==> src/rtl/core/nsmc_pkg.sv <==
// ----------------------------------------------------------------------------
// nsmc_pkg
// shared constants, codes and types of the ncc stereo matching cost block
// ----------------------------------------------------------------------------
package nsmc_pkg;

    localparam int MAX_WIDTH   = 1024;
    localparam int ROW_LEN_MAX = MAX_WIDTH + 2;
    localparam int MEM_DEPTH   = 2 * ROW_LEN_MAX;
    localparam int MEM_AW      = $clog2(MEM_DEPTH);
    localparam int COL_W       = $clog2(ROW_LEN_MAX + 1);

    localparam int WIDTH_CFG_W = 11;
    localparam int ROWS_CFG_W  = 13;
    localparam int ROW_W       = ROWS_CFG_W + 1;
    localparam int CFG_IDX_W   = 2;
    localparam int CFG_DATA_W  = 13;

    localparam int FIFO_DEPTH  = 4;
    localparam int FIFO_AW     = $clog2(FIFO_DEPTH);
    localparam int FIFO_CW     = $clog2(FIFO_DEPTH + 1);

    localparam logic [15:0] Q_ONE = 16'd16384;

    typedef logic [CFG_IDX_W-1:0] t_cfg_idx;
    localparam t_cfg_idx REG_OUT_WIDTH = 2'd0;
    localparam t_cfg_idx REG_OUT_ROWS  = 2'd1;

    // 3x3 window sums of one interior position
    typedef struct packed {
        logic [11:0] sb;
        logic [11:0] sm;
        logic [19:0] sbb;
        logic [19:0] smm;
        logic [19:0] sbm;
        logic        frame_end;
    } t_win;

    typedef struct packed {
        logic               empty;
        logic [FIFO_CW-1:0] count;
    } t_q_stat;

endpackage

==> src/rtl/core/nsmc_fifo.sv <==
// ----------------------------------------------------------------------------
// nsmc_fifo
// short queue of window sums between front and back
// ----------------------------------------------------------------------------
module nsmc_fifo (
    input  logic               i_clk,
    input  logic               i_rst_n,
    input  logic               i_push,
    input  nsmc_pkg::t_win     i_push_data,
    input  logic               i_pop,
    output nsmc_pkg::t_win     o_pop_data,
    output nsmc_pkg::t_q_stat  o_stat
);

    nsmc_pkg::t_win                r_mem [nsmc_pkg::FIFO_DEPTH];
    logic [nsmc_pkg::FIFO_AW-1:0]  r_wp, r_rp;
    logic [nsmc_pkg::FIFO_CW-1:0]  r_cnt;

    always_ff @(posedge i_clk) begin
        if (i_push) begin
            r_mem[r_wp] <= i_push_data;
        end
    end

    always_ff @(posedge i_clk) begin
        if (!i_rst_n) begin
            r_wp  <= '0;
            r_rp  <= '0;
            r_cnt <= '0;
        end else begin
            if (i_push) begin
                r_wp <= r_wp + nsmc_pkg::FIFO_AW'(1);
            end
            if (i_pop) begin
                r_rp <= r_rp + nsmc_pkg::FIFO_AW'(1);
            end
            r_cnt <= r_cnt + nsmc_pkg::FIFO_CW'(i_push) - nsmc_pkg::FIFO_CW'(i_pop);
        end
    end

    assign o_pop_data   = r_mem[r_rp];
    assign o_stat.empty = (r_cnt == '0);
    assign o_stat.count = r_cnt;

endmodule

==> config.mk <==
export PLATFORM = sky130hd
export DESIGN_NAME = nsmc_fifo
export DESIGN_NICKNAME = d
export VERILOG_FILES = /design/src/rtl/core/nsmc_pkg.sv /design/src/rtl/core/nsmc_fifo.sv
export SDC_FILE = /design/constraint.sdc
export NUM_CORES = 1
export LEC_CHECK = 0
export BUFFER_PORTS_ARGS = -buffer_cell sky130_fd_sc_hd__buf_2
export CAP_MARGIN = 20
export CORE_MARGIN = 2
export CORE_UTILIZATION = 57
export CTS_CLUSTER_SIZE = 20
export DETAILED_ROUTE_END_ITERATION = 10
export HOLD_SLACK_MARGIN = 0.08
export PLACE_DENSITY = 0.77
export REMOVE_ABC_BUFFERS = 1
export SLEW_MARGIN = 20
export SYNTH_ARGS = -nofsm -noshare
export SYNTH_HDL_FRONTEND = slang
export SYNTH_SLANG_ARGS = --single-unit
==> constraint.sdc <==
create_clock -name i_clk -period 4 [get_ports i_clk]
set_clock_uncertainty 0.05 [all_clocks]
set_input_delay 0.2 -clock i_clk [delete_from_list [all_inputs] [get_ports i_clk]]
set_output_delay 0.2 -clock i_clk [all_outputs]
set_load 0.01 [all_outputs]
# Word level (Yosys, flattened, before mapping)

Memory sizes are Yosys's and may differ from the RTL's. A register that Yosys moved wholly into a read port is not among the register bits.
Index checks and enable logic that the tools add are counted.

Register bits: 7
Bits in writable memories: 340
Input port bits: 89
Logic and storage cells: 13
Memories: 1

Add/sub/neg operators: 4
Mux-type cells: 4
Reductions and logical operators: 1

Memory list:

| name  | depth | width | rd ports | clocked after Yosys merged registers in | wr ports | RTL line        | RTL |
|---|---|---|---|---|---|---|---|
| r_mem | 4     | 85    | 1        | 1                                       | 1        | nsmc_fifo.sv:15 | `nsmc_pkg::t_win r_mem [nsmc_pkg::FIFO_DEPTH];` |

Operators by type and width:

| operator                                                      | number |
|---|---|
| 2-bit by 1-bit adder with 2-bit output, second input constant | 2 |
| 2-bit 2-to-1 mux                                              | 2 |
| 3-bit by 1-bit adder with 3-bit output                        | 1 |
| 3-bit logical NOT                                             | 1 |
| 3-bit by 1-bit subtractor with 3-bit output                   | 1 |
| 1-bit 2-to-1 mux                                              | 2 |

# Depth between registers and ports, before layout

Word-level depth: 3
Mapped depth: 7
Mapped depth without buffers: 7

# Worst setup path before layout

Ideal clock, no wire load.

Kind: reg-to-reg
Start point: register r_wp[0] in the netlist's numbering
End point: memory r_mem[0][0] in the netlist's numbering (enable)
Library setup time: 453 ps
Arrival time: 2518 ps
Setup slack: 980 ps
Cell stages (with the launch flop): 4
Cells stage by stage: dfxtp_1 inv_1 ha_1 and2_1

RTL lines:

| what                     | RTL line        | RTL |
|---|---|---|
| start: declaration       | nsmc_fifo.sv:16 | `logic [nsmc_pkg::FIFO_AW-1:0] r_wp, r_rp;` |
| start signal: assignment | nsmc_fifo.sv:32 | `r_wp <= r_wp + nsmc_pkg::FIFO_AW'(1);` |
| end: declaration         | nsmc_fifo.sv:15 |  |

Straight into the memory's write port.

==> metrics.cfg <==
[placed_design]
place.gp.congestion = 0.688
pre_cts_ws_ns = 1.70
port_buffers = 177
dp_hpwl_mm = 13.5

[timing]
hold_slack_ns = 0.398
fin_ws_ns = 1.22
fmax_mhz = 360
slew_headroom_pct = 29.8
finalMaxSlewViolations = 0
setup_violations = 0
rsz0062_at_grt = false
period_share_pct = 69.4
hold_viol_final = 0
worstMarginPinSlew_ns = 1.05
period_minus_slack_ns = 2.78

[global_routing]
grt_pass1_vias = 6615
grt_antenna_before_repair = 0
grt_pass1_wl_mm = 37.2
grt-ovfl-total = 0
grt_max_degree = 69
grt_usage_pct = 20.7

[run]
drv_cap = 0

[yosys]
yosysTopAreaCell = edfxtp_1
syn_avg_cell_area_um2 = 26.2
syn_inst = 486
synth_edf_count = 340
synth_top_area_share_pct = 80.0
synth_ff_type = edfxtp_1
ys_ff_latch = 349
synthTopCellsByArea = edfxtp_1 (80%), mux4_2 (15%), dfxtp_1 (1.4%)
ys_types = 20
synth_common_cells = edfxtp_1 (340), mux4_2 (85), dfxtp_1 (9)
yosysSeqAreaShare_pct = 81.5
async_flop_share_pct = 0
syn_area_um2 = 12800
ys_warn_count = 0
synthMostInstantiatedCell = edfxtp_1

[worst_setup_path]
crit_chain = buf_4 > mux4_2 > buf_2
reg2reg_setup_slack_ns = 1.83
start_kind = flop
crit_fanout = 35
r2r_cells = 3
criticalPathCategory = reg2out
r2r-end = r_mem[1][27]
end_kind = output pin
slowest_delay_ns = 0.81
reg2reg_from = r_wp[0]
cp.required_ns = 3.75
worstPathArrival_ns = 2.53
slowest_stage = dfxtp_4

[final_layout]
multi_input_area_um2 = 2150
seq_area_um2 = 10400
fillers = 1281
area_growth_pct = 25.2
layout-drive-gt1-share_pct = 41.4
final_nets = 878
antennaDiodeCount = 0

[detailed_routing]
detail-route-antenna-nets = 0
via_per_inst = 5.66
firstDrtPassIters = 4
vias = 6143
drc = 0
wl_per_cell_um = 22.1
wl_mm = 24.0
first_iter_violations = 411

[floorplanning]
rows = 54
core_um2 = 21900
initial_utilization_pct = 58.3
ios = 178
die_h_um = 154
die_w_um = 154
dieArea_um2 = 23600

[clock_network]
clockBufferDepth = 3
cts_sinks = 349
ctsResizeCount = 0
clock_latency_ns = 0.50
cts-root-buf = clkbuf_16
cts_tree = built
htree_num_levels = 2
numCtsBuffers = 36
clk_pin_slew_ns = 0.06

[worst_hold_path]
min_path_cells = 2
min-delay-start = i_push_data[15]
holdPathEnd = r_mem[1][15]
min_path_type = in2reg

[pwr]
power_density_nw_per_um2 = 524
leakagePower_nw = 5.50
vdd_ir_drop_max_mv = 0.433

[run_status]
status = finished clean

[worst max-delay path by stage]
| stage | from | endpoint | slack [ns] | cells past startpoint |
|---|---|---|---|---|
| global route | flop | o_pop_data[77] | 1.04 | 3 |
| global placement | flop | o_pop_data[48] | 1.71 | 3 |
| floorplan | flop | o_pop_data[0] | -0.50 | 1 |
| finish | flop | o_pop_data[29] | 1.22 | 3 |
| CTS | flop | o_pop_data[67] | 1.15 | 3 |
| detailed placement | flop | o_pop_data[67] | 1.70 | 3 |
[metrics by stage]
| step | total power (W) | TNS [ns] | area [um^2] | util, % | std cells |
|---|---|---|---|---|---|
| 3_3_place_gp | 0.00507 | 0 | 13900 | 63.6 | 936 |
| 6_report | 0.00836 | 0 | 16000 | 73.0 | 1086 |
| 5_1_grt | 0.00864 | 0 | 16000 | 73.0 | 1086 |
| 3_5_place_dp | 0.00511 | 0 | 13900 | 63.6 | 936 |
| 4_1_cts | 0.00843 | 0 | 16000 | 73.0 | 1086 |
| 2_1_floorplan | 0.00479 | -42.90 | 12600 | - | 467 |
[report_power, final]
| part | internal (W) | total [W] | switching (W) |
|---|---|---|---|
| combinational | 0.000410 | 0.000808 | 0.000399 |
| clock | 0.00198 | 0.00327 | 0.00129 |
| sequential | 0.00420 | 0.00428 | 0.0000781 |
| total | 0.00660 | 0.00836 | 0.00176 |
[what timing repair did]
| item | 4_1_cts | 5_1_grt |
|---|---|---|
| hold buffers | 88 | 0 |
| setup endpoints to repair | 0 | 0 |
| hold endpoints to repair | 349 | 0 |
| buffers inserted | 0 | 0 |
[routing by layer]
| layer | GRT usage (%) | wire length (um) | up-vias |
|---|---|---|---|
| met5 | 0 | 0 | - |
| met4 | 5.68 | 427 | 0 |
| met3 | 4.68 | 1580 | 38 |
| met2 | 34.8 | 12100 | 226 |
| met1 | 28.0 | 9850 | 3207 |
| li1 | - | - | 2672 |
[registers in the layout (all words and copies together) (netlist names), named ones only]
name and flops:
r_cnt 3, r_mem 340, r_rp 2, r_wp 2
[critical path, delay by kind of cell (launching register included)]
family / cells / cell delay [ns]
muxes: 1 / 0.56
buffers and inverters: 2 / 0.61
DFF: 1 / 0.81
[final cells by class]
cell class              count  area share [%]
flip-flops and latches    349            65.1
well taps                 280            2.19
clock inverters            19            1.28
inverters                   7           0.165
multi-input cells         111            13.5
clock buffers              43            6.06
repair buffers            277            11.7
[placed cells by master, fill, tap and decap left out, drive strengths merged, types with 2 or more instances in the layout]
cell type / netlist / routed
mux4: 85 / 85
inv: 7 / 8
xnor2: 2 / 2
clkinvlp: 0 / 5
dfxtp: 9 / 9
nor2: 5 / 5
and2: 6 / 6
bufinv: 0 / 4
edfxtp: 340 / 340
dlygate4sd3: 0 / 88
buf: 19 / 189
clkbuf: 0 / 43
clkinv: 0 / 9
ha: 6 / 6
[logic make-up (layout without fill, tap and decap cells)]
kind of cell	count (synthesis)	count (layout)	share of synthesized area (%)
compound gates	2	2	0.118
xor+xnor	3	3	0.324
fa+ha+maj	7	7	0.745
buf+inv	26	346	1.74
flops	349	349	81.5
mux	86	86	15.1
simple gates	13	13	0.540
(Power assumes the default switching activity.)
