$ cat config.mk
export PLATFORM = sky130hd
export DESIGN_NAME = nsmc_back
export DESIGN_NICKNAME = d
export VERILOG_FILES = /design/src/rtl/core/nsmc_pkg.sv /design/src/rtl/core/nsmc_back.sv
export SDC_FILE = /design/constraint.sdc
export NUM_CORES = 2
export LEC_CHECK = 0
export ABC_AREA = 0
export BUFFER_PORTS_ARGS = -buffer_cell sky130_fd_sc_hd__buf_4
export CAP_MARGIN = 5
export CORE_MARGIN = 1.5
export CORE_UTILIZATION = 60
export DETAILED_ROUTE_END_ITERATION = 12
export PLACE_DENSITY = 0.78
export SLEW_MARGIN = 0
export SYNTH_ARGS = -nofsm -noshare
export SYNTH_HDL_FRONTEND = slang
export SYNTH_SLANG_ARGS = --single-unit
$ cat constraint.sdc
create_clock -name i_clk -period 13.3 [get_ports i_clk]
set_input_delay 1.33 -clock i_clk [delete_from_list [all_inputs] [get_ports i_clk]]
set_output_delay 1.33 -clock i_clk [all_outputs]
set_load 0.05 [all_outputs]
$ cat src/rtl/core/nsmc_pkg.sv
// ----------------------------------------------------------------------------
// nsmc_pkg
// shared constants, codes and types of the ncc stereo matching cost block
// ----------------------------------------------------------------------------
package nsmc_pkg;

    localparam int MAX_WIDTH   = 1024;
    localparam int ROW_LEN_MAX = MAX_WIDTH + 2;
    localparam int MEM_DEPTH   = 2 * ROW_LEN_MAX;
    localparam int MEM_AW      = $clog2(MEM_DEPTH);
    localparam int COL_W       = $clog2(ROW_LEN_MAX + 1);

    localparam int WIDTH_CFG_W = 11;
    localparam int ROWS_CFG_W  = 13;
    localparam int ROW_W       = ROWS_CFG_W + 1;
    localparam int CFG_IDX_W   = 2;
    localparam int CFG_DATA_W  = 13;

    localparam int FIFO_DEPTH  = 4;
    localparam int FIFO_AW     = $clog2(FIFO_DEPTH);
    localparam int FIFO_CW     = $clog2(FIFO_DEPTH + 1);

    localparam logic [15:0] Q_ONE = 16'd16384;

    typedef logic [CFG_IDX_W-1:0] t_cfg_idx;
    localparam t_cfg_idx REG_OUT_WIDTH = 2'd0;
    localparam t_cfg_idx REG_OUT_ROWS  = 2'd1;

    // 3x3 window sums of one interior position
    typedef struct packed {
        logic [11:0] sb;
        logic [11:0] sm;
        logic [19:0] sbb;
        logic [19:0] smm;
        logic [19:0] sbm;
        logic        frame_end;
    } t_win;

    typedef struct packed {
        logic               empty;
        logic [FIFO_CW-1:0] count;
    } t_q_stat;

endpackage

$ cat src/rtl/core/nsmc_back.sv
// ----------------------------------------------------------------------------
// nsmc_back
// variance terms, bit-serial ratio divide and square root, output register
// ----------------------------------------------------------------------------
module nsmc_back (
    input  logic               i_clk,
    input  logic               i_rst_n,
    input  nsmc_pkg::t_q_stat  i_q_stat,
    input  nsmc_pkg::t_win     i_pop_data,
    output logic               o_pop,
    output logic               o_out_valid,
    input  logic               i_out_stall,
    output logic [15:0]        o_cost,
    output logic               o_flat_window,
    output logic               o_frame_end
);

    typedef enum logic [5:0] {
        S_IDLE = 6'b000001,
        S_SQ   = 6'b000010,
        S_PROD = 6'b000100,
        S_DIV  = 6'b001000,
        S_SQRT = 6'b010000,
        S_OUT  = 6'b100000
    } t_state;

    t_state         r_state;
    nsmc_pkg::t_win r_win;
    logic [24:0]    r_a, r_bb, r_num;
    logic [45:0]    r_p;
    logic [47:0]    r_rem;
    logic           r_neg;
    logic [30:0]    r_quo;
    logic [4:0]     r_cnt;
    logic [31:0]    r_src;
    logic [15:0]    r_root;
    logic [17:0]    r_srem;
    logic [15:0]    r_cost;
    logic           r_flat;

    logic [24:0] w_a, w_bb, w_num;
    logic [24:0] w_abs;
    logic        w_flat;
    logic        w_dge;
    logic [47:0] w_diff;
    logic [30:0] w_quo_next;
    logic [17:0] w_cur, w_trial;
    logic        w_sge;
    logic [15:0] w_root_next;
    logic [16:0] w_half;

    // 9*sum_sq - sum*sum, two's complement over 25 bits
    always_comb begin
        w_a   = 25'({r_win.sbb, 3'b000}) + 25'(r_win.sbb) - 25'(r_win.sb * r_win.sb);
        w_bb  = 25'({r_win.smm, 3'b000}) + 25'(r_win.smm) - 25'(r_win.sm * r_win.sm);
        w_num = 25'({r_win.sbm, 3'b000}) + 25'(r_win.sbm) - 25'(r_win.sb * r_win.sm);
        w_abs = r_num[24] ? (25'd0 - r_num) : r_num;
        w_flat = r_a[24] || (r_a == '0) || r_bb[24] || (r_bb == '0);

        w_dge      = (r_rem >= {2'b00, r_p});
        w_diff     = w_dge ? (r_rem - {2'b00, r_p}) : r_rem;
        w_quo_next = {r_quo[29:0], w_dge};

        w_cur       = {r_srem[15:0], r_src[31:30]};
        w_trial     = {r_root, 2'b01};
        w_sge       = (w_cur >= w_trial);
        w_root_next = {r_root[14:0], w_sge};
        w_half      = (17'(w_root_next) + 17'd1) >> 1;
    end

    assign o_pop = (r_state == S_IDLE) && !i_q_stat.empty;

    always_ff @(posedge i_clk) begin
        if (!i_rst_n) begin
            r_state <= S_IDLE;
        end else begin
            unique case (r_state)
                S_IDLE: begin
                    if (!i_q_stat.empty) begin
                        r_state <= S_SQ;
                    end
                end
                S_SQ:   r_state <= S_PROD;
                S_PROD: r_state <= w_flat ? S_OUT : S_DIV;
                S_DIV: begin
                    if (r_cnt == 5'd30) begin
                        r_state <= S_SQRT;
                    end
                end
                S_SQRT: begin
                    if (r_cnt == 5'd15) begin
                        r_state <= S_OUT;
                    end
                end
                S_OUT: begin
                    if (!i_out_stall) begin
                        r_state <= S_IDLE;
                    end
                end
                default: r_state <= S_IDLE;
            endcase
        end
    end

    always_ff @(posedge i_clk) begin
        unique case (r_state)
            S_IDLE: begin
                r_win <= i_pop_data;
            end
            S_SQ: begin
                r_a   <= w_a;
                r_bb  <= w_bb;
                r_num <= w_num;
            end
            S_PROD: begin
                r_p    <= r_a[22:0] * r_bb[22:0];
                r_rem  <= 48'(w_abs[22:0] * w_abs[22:0]);
                r_neg  <= r_num[24];
                r_quo  <= '0;
                r_cnt  <= '0;
                r_cost <= nsmc_pkg::Q_ONE;
                r_flat <= w_flat;
            end
            S_DIV: begin
                // restoring divide of n2 * 2^30 by p, one quotient bit a cycle
                r_rem <= {w_diff[46:0], 1'b0};
                r_quo <= w_quo_next;
                if (r_cnt == 5'd30) begin
                    r_cnt  <= '0;
                    r_src  <= {1'b0, w_quo_next};
                    r_root <= '0;
                    r_srem <= '0;
                end else begin
                    r_cnt <= r_cnt + 5'd1;
                end
            end
            S_SQRT: begin
                r_srem <= w_sge ? (w_cur - w_trial) : w_cur;
                r_root <= w_root_next;
                r_src  <= {r_src[29:0], 2'b00};
                r_cnt  <= r_cnt + 5'd1;
                if (r_cnt == 5'd15) begin
                    // halving the integer root with rounding gives the magnitude
                    r_cost <= r_neg ? nsmc_pkg::Q_ONE + w_half[15:0]
                                    : nsmc_pkg::Q_ONE - w_half[15:0];
                end
            end
            S_OUT: begin
            end
            default: begin
            end
        endcase
    end

    assign o_out_valid   = (r_state == S_OUT);
    assign o_cost        = r_cost;
    assign o_flat_window = r_flat;
    assign o_frame_end   = r_win.frame_end;

endmodule

Word level (Yosys, flattened, before mapping):

Index checks and enable logic that the tools add are counted.

* eq/ne operators: 12
* $lt $le $gt $ge: 2
* add/subtract/negate cells: 13
* reduce and logical (&&, ||, !) cells: 14
* multiply operators: 5
* mux-type cells: 22

Operator list (count)
* 16-bit one-hot mux with 2 select lines: 3
* 48-bit one-hot mux with 2 select lines: 1
* 23-bit by 23-bit multiplier with 46-bit output: 2
* 16-bit two-way mux: 5
* 24-bit by 24-bit subtractor with 25-bit output: 3
* 23-bit by 20-bit adder with 24-bit output: 3
* 12-bit by 12-bit multiplier with 24-bit output: 3
* 32-bit one-hot mux with 2 select lines: 1
* 30-bit one-hot mux with 2 select lines: 1
* 25-bit zero test: 2
* 48-bit by 46-bit >= comparator with 1-bit output: 1
* 47-bit two-way mux: 1
* 47-bit by 46-bit subtractor with 47-bit output: 1
* 6-bit one-hot mux with 6 select lines: 1
* 32-bit two-way mux: 1
* 6-bit two-way mux: 5
* 23-bit two-way mux: 1
* 1-bit by 23-bit subtractor with 23-bit output (first input constant): 1
* 18-bit >= comparator: 1
* 16-bit by 1-bit adder with 17-bit output (second input constant): 1
* 15-bit by 16-bit adder with 16-bit output (first input constant): 1
* 15-bit by 16-bit subtractor with 16-bit output (first input constant): 1
* 16-bit subtractor: 1
* 5-bit one-hot mux with 3 select lines: 1
* 18 further kinds: 26

* bits of input ports: 92
* bits in registers: 377
* logic and storage cells: 88
* output and inout bits: 20

Depth between registers and ports, before layout:

* depth in word-level cells: 6
* depth in mapped cells: 37
* gate-level depth less buffers: 35

Least setup slack after synthesis:

Ideal clock, no wire load.

* kind: register -> register
* start: register r_num[0]
* end: register r_rem[45], data pin
* arrival: 8555 ps
* data required time: 13032 ps
* path buffers: 3
* clock period less this slack: 8823 ps
* setup time: 268 ps
* stages on the path, launching flop included: 37
* setup slack: 4477 ps
* cell sequence: edfxtp_1 -> clkinv_1 -> clkbuf_1 -> ha_1 -> nand2b_1 -> or3_4 -> nand2b_4 -> o41a_1 -> xnor2_2 -> inv_1 -> clkbuf_1 -> nand2_1 -> fa_1 -> inv_1 -> fa_1 -> fa_1 -> inv_1 -> fa_1 -> inv_1 -> fa_1 -> fa_1 -> inv_1 -> fa_1 -> inv_1 -> ha_1 -> buf_4 -> a21o_1 -> a211o_1 -> a31oi_1 -> or3_1 -> a311oi_1 -> nand2_1 -> and4_1 -> or3_4 -> a31oi_2 -> xnor2_1 -> mux2i_1

* word-level cells in the longest chain between the ends: 4

Ends and longest elaborated chain
* start: declaration: RTL line nsmc_back.sv:29 `logic [24:0] r_a, r_bb, r_num;`
* start signal: assignment: RTL line nsmc_back.sv:113 `r_num <= w_num;`
* 1-bit by 23-bit subtractor with 23-bit output: RTL line nsmc_back.sv:57 `w_abs = r_num[24] ? (25'd0 - r_num) : r_num;`
* 23-bit two-way mux *: RTL line nsmc_back.sv:57
* 23-bit by 23-bit multiplier with 46-bit output *: RTL line nsmc_back.sv:117 `r_rem <= 48'(w_abs[22:0] * w_abs[22:0]);`
* 48-bit one-hot mux with 2 select lines *: RTL line nsmc_back.sv:106 `unique case (r_state)`
* end signal: assignment: RTL line nsmc_back.sv:117
* end signal: assignment: RTL line nsmc_back.sv:126 `r_rem <= {w_diff[46:0], 1'b0};`
* end: declaration: RTL line nsmc_back.sv:31 `logic [47:0] r_rem;`

Mark *: on every way between the ends. The rest lies on a longest branch, timed or not.
A chain may end at the register's enable or synchronous reset.

Final worst setup path:

Ends and elaborated chain as after synthesis.

==> flow_summary.toml <==
[run_status]
status = "complete, no violations"

[global_routing]
track_usage = 0.274
antenna_found_initial = 1
grt_start_max_net_pins = 81
grt_overflow = 0
grt_pass1_vias = 49800
grt_pass1_wl_mm = 245

[floorplanning]
io_pins = 112
die_w_um = 334
coreArea_um2 = 109000
initial_utilization = 0.605
row_count = 121
die_area_um2 = 112000
die_h_um = 334

[worst_setup_path]
required_ns = 13.64
max_stage_delay_ns = 0.59
arrival_ns = 10.61
crit_type = "flop to flop"
cpMostUsedCell = "fa_1"
worst_path_max_delay_cell = "xnor2_2"
critPathLaunchType = "flop"
end_kind = "flop"
crit_path_max_fanout = 17

[clock_network]
clockBufferDepth = 3
hold_buffers = 0
h-tree-depth = 2
cts_tree = "done"
clk_pin_slew_ns = 0.06
root_buffer = "clkbuf_16"
cts_resized = 0
worstSkewPairLatency_ns = 0.64
cts_setup_buffers = 0
numCtsBuffers = 48
clkSinkCount = 376

[placed_design]
place_congestion = 0.951
placed_cells = 8246
hpwl_mm = 116
port_buffers = 108

[layout]
fin_cells = 8334
diodes = 0
final_nets = 8799
drive_gt1_frac = 0.0475
syn2layout_area_growth_pct = 5.86
fillers = 8599

[sta]
fin_tns_setup_ns = 0
max_slew_margin = 0.179
min_period_ns = 10.27
finalSetupViolCount = 0
worst_pin_slew_ns = 1.23
clock_skew_ns = 0.0412
slew_violations = 0
hold_violations = 0
period_share = 0.772
fmax_mhz = 97.3
rsz0062_at_grt = "false"

[synthesis]
synth_fa_ha_area_frac = 0.486
synthesis.area_um2 = 65800
synth-compound-area-share = 0.0686
synthTopCellsByCount = "inv_1, fa_1, nand2_1"
synth_flop_cell = "edfxtp_1"
synth_top_area_cell = "fa_1"
synth_most_common_cell = "inv_1"
synth_edf_count = 370
synth_xor_area_frac = 0.0344
synthTopCellsByArea = "fa_1, edfxtp_1, ha_1"
syn-instance-count = 6879
synth_mux_area_frac = 0.00323
synth_top_area_frac = 0.370
syn-num-nets = 8796
ys_ff_latch = 376
synth.distinct_cells = 96
ys_warn_count = 0
synth_seq_area_share = 0.171
async_reset_ff_frac = 0
synthSimpleGateAreaFrac = 0.130
avgSynthCellArea_um2 = 9.57
synth_top_family_by_area = "adder cells"

[detailed_routing]
ant_nets = 0
drt_iter0_drc = 2946
drt_wl_total_mm = 146
drcViolationCount = 0
wire_per_inst_um = 17.5
dr.pass1.iters = 6
via_count = 46200
vias_per_cell = 5.54

[job]
drv_cap = 0

[worst_hold_path]
hold_path_class = "flop to flop"
cell type report:
class / count / area (um^2) / share of cell area
clock buffer: 54 / 1240 / 0.0179
clock inverter: 34 / 293 / 0.00420
inverter: 1641 / 6160 / 0.0885
multi-input combinational: 4627 / 47600 / 0.683
sequential: 376 / 11200 / 0.161
tap: 1414 / 1770 / 0.0254
timing repair buffer: 188 / 1410 / 0.0203
layout by cell type, fill, tap and decap left out, types with 38 or more instances in the layout:
cell type     n
edfxtp_1    370
and2_1      362
clkbuf_16    49
nand2_1     851
a21o_1      102
xnor2_1     164
o21ai_0     104
buf_4       188
a211oi_1     38
ha_1        608
nand3_1      57
nor3_1       46
fa_1       1217
o21a_1       38
inv_1      1633
xor2_1       77
a21oi_1     209
nor2_1      343
worst max-delay path, delay by kind of cell, from the launching register on:
kind,cells,cell delay [ns]
AND/OR/NAND/NOR,8,2.14
adder cells (fa/ha/maj),9,4.15
buffers and inverters,9,1.39
flip-flops,1,0.36
multiplexers,1,0.09
AO/OA/AOI/OAI,6,1.04
XOR/XNOR,2,0.74
worst paths after layout:
kind	from	to	slack, ns	depth (start not counted)
min	r_src[26]	r_src[28]	0.49	2
max reg2reg	r_num[0]	r_rem[45]	3.03	35
max	r_num[0]	r_rem[45]	3.03	35
min reg2reg	r_src[26]	r_src[28]	0.49	2
through the flow:
stage	hold WS, ns	cell area (um^2)	setup slack [ns]	util
after floorplan	0.484	65800	4.48	-
after global placement	0.490	68100	3.31	0.626
after detailed placement	0.493	68100	3.24	0.626
after CTS	0.497	69700	3.12	0.640
after global routing	0.533	69700	2.65	0.640
final	0.494	69700	3.03	0.640
kinds of logic (layout without fill, tap and decap cells):
group,count (synthesis),after routing
buffers and inverters,1876,1917
AND/OR/NAND/NOR,1851,1851
adder cells (fa/ha/maj),1825,1825
AO/OA/AOI/OAI,680,680
flip-flops,376,376
XOR/XNOR,250,250
multiplexers,21,21
layer usage:
metal	share of wire	up-vias	GRT usage
met5	0	-	0
met2	0.50	1509	0.479
met4	0.047	0	0.118
met1	0.39	23200	0.342
met3	0.064	380	0.0344
li1	-	21100	-
state kept, by name, indices dropped and copies added (netlist names):
signal	count
r_src	32
r_cnt	5
r_a	25
r_neg	1
r_rem	48
o_cost	16
r_bb	25
r_num	24
r_quo	30
r_p	46
r_win	84
r_root	16
o_flat_window	1
r_srem	16
r_state	6
o_frame_end	1
Power is not shown: default switching activity piles up to over one toggle a cycle in this logic, so the estimate is an artifact.
